$ cat config.mk
export PLATFORM = sky130hd
export DESIGN_NAME = keypad_release_scan_digit_entry_top
export DESIGN_NICKNAME = d
export VERILOG_FILES = /design/src/hw/rtl/kres_pkg.sv /design/src/hw/rtl/kres_scan.sv /design/src/hw/rtl/kres_entry.sv /design/src/hw/rtl/keypad_release_scan_digit_entry_top.sv
export SDC_FILE = /design/constraint.sdc
export NUM_CORES = 1
export LEC_CHECK = 0
export BUFFER_PORTS_ARGS = -buffer_cell sky130_fd_sc_hd__buf_2
export CAP_MARGIN = 30
export CELL_PAD_IN_SITES_DETAIL_PLACEMENT = 1
export CELL_PAD_IN_SITES_GLOBAL_PLACEMENT = 1
export CORE_ASPECT_RATIO = 1.75
export CORE_UTILIZATION = 44
export CTS_CLUSTER_DIAMETER = 120
export CTS_CLUSTER_SIZE = 20
export DETAILED_ROUTE_END_ITERATION = 10
export GPL_TIMING_DRIVEN = 0
export HOLD_SLACK_MARGIN = 0.05
export PLACE_DENSITY_LB_ADDON = 0.1
export SKIP_CTS_REPAIR_TIMING = 1
export SKIP_LAST_GASP = 1
export SLEW_MARGIN = 25
export SYNTH_ARGS = -nofsm -noshare
export SYNTH_HDL_FRONTEND = slang
export SYNTH_SLANG_ARGS = --single-unit
$ cat constraint.sdc
create_clock -name clk -period 4.6 [get_ports clk]
set_clock_uncertainty 0.2 [all_clocks]
set_input_delay 0.69 -clock clk [delete_from_list [all_inputs] [get_ports clk]]
set_output_delay 0.69 -clock clk [all_outputs]
set_load 0.05 [all_outputs]
$ cat src/hw/rtl/kres_pkg.sv
// Package for the keypad release scanner: types, sizes and the fixed key map.
// Used by every module of the block; no dependencies.
`timescale 1ns / 1ps

package kres_pkg;

  // Size of the digit entry store and derived widths
  localparam int ENTRY_DEPTH = 16;
  localparam int CNT_W       = $clog2(ENTRY_DEPTH + 1);
  localparam int ADDR_W      = (ENTRY_DEPTH > 1) ? $clog2(ENTRY_DEPTH) : 1;

  // Key matrix and field widths
  localparam int NUM_KEYS    = 16;
  localparam int POS_W       = 4;
  localparam int DIGIT_W     = 4;
  localparam int COUNT_OUT_W = 5;

  // Stream widths
  localparam int IN_TDATA_W  = 16;
  localparam int OUT_FIELD_W = 20;
  localparam int OUT_TDATA_W = 24;

  // Bit positions inside out_tdata
  localparam int OB_FOUND = 0;
  localparam int OB_POS   = 1;
  localparam int OB_CLASS = 5;
  localparam int OB_DIGIT = 8;
  localparam int OB_WROTE = 12;
  localparam int OB_COUNT = 13;
  localparam int OB_SEND  = 18;
  localparam int OB_STOP  = 19;

  typedef enum logic [2:0] {
    CLS_NONE   = 3'd0,
    CLS_DIGIT  = 3'd1,
    CLS_SEND   = 3'd2,
    CLS_END    = 3'd3,
    CLS_UNUSED = 3'd4
  } key_class_t;

  // Release search result for one sample
  typedef struct packed {
    logic                   found;
    logic [POS_W-1:0]       pos;
    key_class_t             cls;
    logic [DIGIT_W-1:0]     dig;
    logic [NUM_KEYS-1:0]    last_nxt;
  } scan_t;

  // One result item, last field in the lowest bits
  typedef struct packed {
    logic                   stopped;
    logic                   send_ready;
    logic [COUNT_OUT_W-1:0] entry_count;
    logic                   digit_written;
    logic [DIGIT_W-1:0]     digit_value;
    key_class_t             key_class;
    logic [POS_W-1:0]       key_position;
    logic                   key_found;
  } result_t;

  // Key map, position = col*4+row
  function automatic key_class_t key_class_of(input logic [POS_W-1:0] pos);
    key_class_t c;
    case (pos)
      4'd0:                               c = CLS_SEND;
      4'd12:                              c = CLS_END;
      4'd2, 4'd3, 4'd4, 4'd8:             c = CLS_UNUSED;
      default:                            c = CLS_DIGIT;
    endcase
    return c;
  endfunction

  function automatic logic [DIGIT_W-1:0] key_digit_of(input logic [POS_W-1:0] pos);
    logic [DIGIT_W-1:0] d;
    case (pos)
      4'd5:    d = 4'd9;
      4'd6:    d = 4'd6;
      4'd7:    d = 4'd3;
      4'd9:    d = 4'd8;
      4'd10:   d = 4'd5;
      4'd11:   d = 4'd2;
      4'd13:   d = 4'd7;
      4'd14:   d = 4'd4;
      4'd15:   d = 4'd1;
      default: d = 4'd0;
    endcase
    return d;
  endfunction

endpackage

$ cat src/hw/rtl/kres_scan.sv
// Release detector: finds the lowest released key position and classifies it.
// Depends on kres_pkg. Purely combinational.
`timescale 1ns / 1ps

module kres_scan (
  input  logic [kres_pkg::NUM_KEYS-1:0] prev,
  input  logic [kres_pkg::NUM_KEYS-1:0] cur,
  output kres_pkg::scan_t               scan
);
  import kres_pkg::*;

  logic [NUM_KEYS-1:0] rel;
  logic [NUM_KEYS-1:0] lowmask;
  logic [NUM_KEYS-1:0] first_hot;
  logic [POS_W-1:0]    pos;

  // Lowest set bit of rel and the mask of all bits up to and including it.
  // With no release the mask is all ones, so the whole sample is taken.
  assign rel       = prev & ~cur;
  assign lowmask   = rel ^ (rel - NUM_KEYS'(1));
  assign first_hot = rel & lowmask;

  // One-hot to binary
  always_comb begin
    pos = '0;
    for (int i = 0; i < NUM_KEYS; i++) begin
      if (first_hot[i]) pos = pos | POS_W'(i);
    end
  end

  always_comb begin
    scan.found    = |rel;
    scan.pos      = scan.found ? pos : '0;
    scan.cls      = scan.found ? key_class_of(pos) : CLS_NONE;
    scan.dig      = (scan.found && key_class_of(pos) == CLS_DIGIT) ? key_digit_of(pos) : '0;
    scan.last_nxt = (cur & lowmask) | (prev & ~lowmask);
  end

endmodule

$ cat src/hw/rtl/kres_entry.sv
// Entry state: remembered key sample, digit store, count, send and stop flags.
// Depends on kres_pkg and kres_scan.
`timescale 1ns / 1ps

module kres_entry (
  input  logic                          clk,
  input  logic                          rst_n,
  input  logic                          step,   // one item processed this cycle
  input  logic                          mode,
  input  logic [kres_pkg::NUM_KEYS-1:0] sample,
  output kres_pkg::result_t             res
);
  import kres_pkg::*;

  logic [NUM_KEYS-1:0]  last_r, last_nxt;
  logic [CNT_W-1:0]     count_r, count_nxt;
  logic                 send_r, send_nxt;
  logic                 stop_r, stop_nxt;
  logic                 wr_en;
  logic [DIGIT_W-1:0]   store_mem [ENTRY_DEPTH];
  logic                 full;
  logic                 active;
  scan_t                scan;

  kres_scan u_scan (
    .prev (last_r),
    .cur  (sample),
    .scan (scan)
  );

  assign full   = (count_r >= CNT_W'(ENTRY_DEPTH));
  assign active = !mode && !stop_r;

  // Next state
  always_comb begin
    last_nxt  = last_r;
    count_nxt = count_r;
    send_nxt  = send_r;
    stop_nxt  = stop_r;
    wr_en     = 1'b0;
    if (mode) begin
      count_nxt = '0;
      send_nxt  = 1'b0;
    end else if (!stop_r) begin
      last_nxt = scan.last_nxt;
      if (scan.found) begin
        if (scan.cls == CLS_SEND || full) begin
          send_nxt = 1'b1;
        end else if (scan.cls == CLS_DIGIT) begin
          wr_en     = 1'b1;
          count_nxt = count_r + CNT_W'(1);
        end else if (scan.cls == CLS_END) begin
          stop_nxt = 1'b1;
        end
      end
    end
  end

  // Result item
  always_comb begin
    res.key_found     = active && scan.found;
    res.key_position  = active ? scan.pos : '0;
    res.key_class     = active ? scan.cls : CLS_NONE;
    res.digit_value   = active ? scan.dig : '0;
    res.digit_written = wr_en;
    res.entry_count   = COUNT_OUT_W'(count_nxt);
    res.send_ready    = send_nxt;
    res.stopped       = stop_nxt;
  end

  // Control state
  always_ff @(posedge clk) begin
    if (!rst_n) begin
      last_r  <= '0;
      count_r <= '0;
      send_r  <= 1'b0;
      stop_r  <= 1'b0;
    end else if (step) begin
      last_r  <= last_nxt;
      count_r <= count_nxt;
      send_r  <= send_nxt;
      stop_r  <= stop_nxt;
    end
  end

  // Digit store, kept for the dial-out side; appended at the fill count
  always_ff @(posedge clk) begin
    if (step && wr_en) begin
      store_mem[count_r[ADDR_W-1:0]] <= scan.dig;
    end
  end

endmodule

$ cat src/hw/rtl/keypad_release_scan_digit_entry_top.sv
// Keypad release scanner with digit entry buffer, top level.
//
// Input channel (in_*): one transfer per 4x4 matrix snapshot. in_tdata holds
// the pressed mask (bit col*4+row set = pressed); in_tuser selects the item
// kind: 0 = scan sample, 1 = clear the entry buffer and the send flag.
// Output channel (out_*): exactly one result per input transfer, in order,
// carrying the detected release, its class and digit, the entry count and
// the sticky send and stop flags.
// Path: a result passes the input register, then the state update into the
// result register, where it stays until the receiver takes it.
// Throughput: one item per cycle while the receiver does not stall; the
// release search is a single lowest-bit priority pick over the 16-bit
// sample, settled combinationally.
// Reset (rst_n low, synchronous): both stage registers empty, remembered
// sample all released, entry count zero, send and stop flags clear.
// Receiver stall: the result register holds; the input register still takes
// one more item, after which in_tready drops until out_tready returns.
`timescale 1ns / 1ps

module keypad_release_scan_digit_entry_top (
  input  logic                             clk,
  input  logic                             rst_n,
  // Input channel
  input  logic                             in_tvalid,
  output logic                             in_tready,
  input  logic [kres_pkg::IN_TDATA_W-1:0]  in_tdata,  // [15:0] pressed_mask
  input  logic                             in_tuser,  // [0] mode
  // Result channel
  output logic                             out_tvalid,
  input  logic                             out_tready,
  // [0] key_found, [4:1] key_position, [7:5] key_class, [11:8] digit_value,
  // [12] digit_written, [17:13] entry_count, [18] send_ready, [19] stopped,
  // [23:20] zero
  output logic [kres_pkg::OUT_TDATA_W-1:0] out_tdata
);
  import kres_pkg::*;

  logic                  in_valid_r;
  logic                  in_mode_r;
  logic [NUM_KEYS-1:0]   in_mask_r;
  logic                  out_valid_r;
  result_t               out_res_r;
  result_t               res;
  logic                  step;

  // Item moves from the input register into the result register
  assign step      = in_valid_r && (!out_valid_r || out_tready);
  assign in_tready = !in_valid_r || step;

  kres_entry u_entry (
    .clk    (clk),
    .rst_n  (rst_n),
    .step   (step),
    .mode   (in_mode_r),
    .sample (in_mask_r),
    .res    (res)
  );

  // Input register
  always_ff @(posedge clk) begin
    if (!rst_n) begin
      in_valid_r <= 1'b0;
    end else if (in_tready) begin
      in_valid_r <= in_tvalid;
    end
  end

  always_ff @(posedge clk) begin
    if (in_tvalid && in_tready) begin
      in_mode_r <= in_tuser;
      in_mask_r <= in_tdata;
    end
  end

  // Result register
  always_ff @(posedge clk) begin
    if (!rst_n) begin
      out_valid_r <= 1'b0;
    end else if (step) begin
      out_valid_r <= 1'b1;
    end else if (out_tready) begin
      out_valid_r <= 1'b0;
    end
  end

  always_ff @(posedge clk) begin
    if (step) begin
      out_res_r <= res;
    end
  end

  assign out_tvalid = out_valid_r;
  assign out_tdata  = {(OUT_TDATA_W - OUT_FIELD_W)'(0), out_res_r};

endmodule

==> impl_metrics.sql <==
INSERT INTO impl_metrics (metric_group, metric, value, unit) VALUES
('worst_setup_path', 'worstSetupStartpointType', 'flip-flop', ''),
('logic_synthesis', 'synth.distinct_cells', '62', ''),
('worst_setup_path', 'worstPathMaxFanout', '10', ''),
('clock_tree', 'cts.reportedPaths.clkPinSlew', '0.05', 'ns'),
('worst_setup_path', 'timing.setup.critical_path_class', 'reg2reg', ''),
('drt', 'dr_total_vias', '2362', ''),
('place', 'dp_hpwl', '5140', 'microns'),
('timing', 'report.final.hold_viol_count', '0', ''),
('timing', 'timing.final.crit_period', '4.16', 'ns'),
('final_layout', 'areaGrowthSynthToFinish', '19.4', '%'),
('logic_synthesis', 'seq_area_frac_synth', '0.524', ''),
('timing', 'fin_hold_ws', '0.256', 'ns'),
('drt', 'dr.first_iter.drc_count', '103', ''),
('worst_setup_path', 'cp_data_required_time', '4.65', 'ns'),
('global_route', 'number_of_global_route_vias_before_repair', '2469', ''),
('power', 'vdd_drop_max', '0.000254', 'V'),
('clock_tree', 'cts_inserted_buffers', '9', ''),
('logic_synthesis', 'synthesis.yosys.warnings', '0', ''),
('logic_synthesis', 'synth_area_per_cell', '10.6', 'sq um'),
('final_layout', 'nets', '372', ''),
('worst_setup_path', 'crit_path_end_kind', 'flip-flop', ''),
('final_layout', 'final.fill_count', '812', ''),
('drt', 'dr.pass1.iters', '4', ''),
('clock_tree', 'clock_tree.buffer_depth', '2', ''),
('global_route', 'groute.usage.overall', '0.209', ''),
('logic_synthesis', 'ys_ff_latch', '62', ''),
('run_status', 'status', 'finished, final reports clean', ''),
('final_layout', 'drive_gt1_frac', '0.245', ''),
('logic_synthesis', 'synth-async-reset-ratio', '0', ''),
('logic_synthesis', 'synthDominantAreaCellType', 'sky130_fd_sc_hd__edfxtp_1', ''),
('die', 'die_h', '113', 'microns'),
('global_route', 'grt_antenna_before_repair', '0', ''),
('global_route', 'grt_start_max_net_pins', '24', ''),
('logic_synthesis', 'yosysMostFrequentCell', 'sky130_fd_sc_hd__nor2_1', ''),
('clock_tree', 'cts_tree', 'yes', ''),
('logic_synthesis', 'synth_flop_cell', 'sky130_fd_sc_hd__edfxtp_1', ''),
('logic_synthesis', 'ys_top_cells_by_count', '48 x sky130_fd_sc_hd__nor2_1, 37 x sky130_fd_sc_hd__edfxtp_1, 25 x sky130_fd_sc_hd__dfxtp_1', ''),
('timing', 'max_freq', '0.241', 'GHz'),
('power', 'leakagePower', '1.47', 'nW'),
('timing', 'report.final.setup_viol', '0', ''),
('die', 'floorplan.initialDensity', '0.451', ''),
('timing', 'timing.final.crit_share', '0.904', ''),
('die', 'die_area', '0.00734', 'sq mm'),
('drt', 'number_of_nets_still_failing_antenna_checks_after_routing', '0', ''),
('die', 'fp-row-count', '40', ''),
('worst_setup_path', 'critical_path_arrival', '4.20', 'ns'),
('place', 'gp_routability_congestion', '0.790', ''),
('drt', 'routedWlPerCell', '15.9', 'microns'),
('logic_synthesis', 'post_synth_main_area_contributors', 'sky130_fd_sc_hd__edfxtp_1 36%, sky130_fd_sc_hd__dfxtp_1 16%, sky130_fd_sc_hd__nor2_1 5.9%, sky130_fd_sc_hd__mux2i_1 3.9%, sky130_fd_sc_hd__a21oi_1 2.6%', ''),
('final_layout', 'antenna_cells', '0', ''),
('logic_synthesis', 'syn-instance-count', '290', ''),
('clock_tree', 'clock_latency', '0.33', 'ns'),
('drt', 'post-route-drc-count', '0', ''),
('clock_tree', 'cts.sinks', '62', ''),
('die', 'design.portCount', '47', ''),
('timing', 'tightest_slew', '0.893', 'ns'),
('logic_synthesis', 'synth_top_area_frac', '0.362', ''),
('die', 'core_area', '0.00681', 'sq mm'),
('timing', 'rsz0062_at_grt', 'false', ''),
('power', 'pwr_density_cell', '390', 'mW/mm^2'),
('min_path', 'hp-class', 'reg2reg', ''),
('logic_synthesis', 'syn-cell-area', '0.00307', 'sq mm'),
('drt', 'wl', '6900', 'microns'),
('run', 'cap_violations', '0', ''),
('drt', 'routed_via_density', '5.43', ''),
('clock_tree', 'cts_max_level', '3', ''),
('global_route', 'grt_pass1_wl', '11400', 'microns'),
('logic_synthesis', 'number_of_enable_flip_flop_cells_after_synthesis', '37', ''),
('global_route', 'grt-ovfl-total', '0', ''),
('timing', 'setup_total_negative_slack', '0', 'ns'),
('die', 'floorplan.die.width', '65.2', 'microns'),
('clock_tree', 'clockRootBuffer', 'sky130_fd_sc_hd__clkbuf_16', ''),
('timing', 'slew_viol_final', '0', ''),
('place', 'port-buffer-count', '42', ''),
('timing', 'worst_relative_slew_slack', '0.401', '');
==> path summary, 6_finish.rpt <==
check	start	endpoint	slack, ns	cells after the start
max	in_mask_r[2]$_DFFE_PP_	u_entry.count_r[2]$_SDFFE_PN0P_	0.44	14
min	u_entry.last_r[0]$_SDFFE_PN0P_	u_entry.last_r[0]$_SDFFE_PN0P_	0.26	2
max reg2reg	in_mask_r[2]$_DFFE_PP_	u_entry.count_r[2]$_SDFFE_PN0P_	0.44	14
min reg2reg	u_entry.last_r[0]$_SDFFE_PN0P_	u_entry.last_r[0]$_SDFFE_PN0P_	0.26	2
==> routing by layer <==
layer	global-route usage	vias up	wire, microns
met2	0.396	49	3980
met5	0	-	0
met3	0.0478	16	210
met1	0.192	1134	2520
li1	-	1163	-
met4	0.122	0	201
==> critical path: stages, from the launching register on <==
cell and delay (ns):
sky130_fd_sc_hd__edfxtp_1 0.36, sky130_fd_sc_hd__and2b_1 0.24, sky130_fd_sc_hd__or4_4 0.42, sky130_fd_sc_hd__buf_6 0.16, sky130_fd_sc_hd__or3_2 0.50, sky130_fd_sc_hd__o22ai_1 0.20
sky130_fd_sc_hd__a311oi_1 0.17, sky130_fd_sc_hd__inv_1 0.17, sky130_fd_sc_hd__ha_1 0.22, sky130_fd_sc_hd__nor2_1 0.05, sky130_fd_sc_hd__or3_1 0.45, sky130_fd_sc_hd__o211a_1 0.24
sky130_fd_sc_hd__buf_2 0.19, sky130_fd_sc_hd__a211o_1 0.31, sky130_fd_sc_hd__a31oi_1 0.20
==> stage by stage <==
step / total power, W / area (sq um) / setup slack [ns] / instances / utilization
after CTS: 0.00145 / 3670 / 0.487 / 435 / 0.539
after detailed placement: 0.000845 / 3410 / 0.498 / 419 / 0.500
after global routing: 0.00149 / 3670 / 0.252 / 435 / 0.539
final: 0.00143 / 3670 / 0.442 / 435 / 0.539
after global placement: 0.000839 / 3400 / 0.645 / 419 / 0.499
after floorplan: 0.000794 / 3080 / 0.978 / 293 / -
==> power breakdown <==
group	leakage (nW)	internal, W	total (W)	switching, W
registers	0.557	0.000617	0.000629	0.0000124
clock network	0.131	0.000377	0.000598	0.000221
logic	0.785	0.0000672	0.000205	0.000138
==> cell type report <==
class                   instances  area, sq um  area share
flip-flops and latches         62         1610       0.439
multi-input cells             211         1360       0.372
clock buffers                  14          254      0.0692
repair buffers                 42          210      0.0573
well taps                      84          105      0.0286
plain buffers                  11         81.3      0.0222
inverters                       9         33.8     0.00921
clock inverters                 2         10.0     0.00273
==> cells in the final DEF (no fill, tap or decap), types with 3 or more instances in the layout <==
cell / instances
sky130_fd_sc_hd__or3_1: 4
sky130_fd_sc_hd__nand2b_1: 6
sky130_fd_sc_hd__clkbuf_1: 7
sky130_fd_sc_hd__buf_2: 43
sky130_fd_sc_hd__inv_1: 9
sky130_fd_sc_hd__and2b_1: 3
sky130_fd_sc_hd__edfxtp_1: 37
sky130_fd_sc_hd__a31oi_1: 4
sky130_fd_sc_hd__nor2_1: 48
sky130_fd_sc_hd__and2b_2: 4
sky130_fd_sc_hd__dfxtp_1: 25
sky130_fd_sc_hd__mux2i_1: 12
sky130_fd_sc_hd__conb_1: 4
sky130_fd_sc_hd__ha_1: 5
sky130_fd_sc_hd__clkbuf_16: 9
sky130_fd_sc_hd__buf_4: 4
sky130_fd_sc_hd__nand4_1: 7
sky130_fd_sc_hd__or2b_2: 4
sky130_fd_sc_hd__nor2b_1: 7
sky130_fd_sc_hd__a21oi_1: 16
sky130_fd_sc_hd__nand2_1: 20
sky130_fd_sc_hd__nand3_1: 8
sky130_fd_sc_hd__nor3_1: 5
sky130_fd_sc_hd__o21ai_0: 6
==> logic make-up after synthesis <==
group / synth area share
DFF: 0.524
muxes: 0.0391
and+or+nand+nor: 0.260
xor gates and xnor gates: 0.00285
adders and majority gates: 0.0204
other: 0.00122
buffers and inverters: 0.0375
AOI/OAI and AO/OA: 0.114
Note: power is estimated with default switching activity, not from simulation.
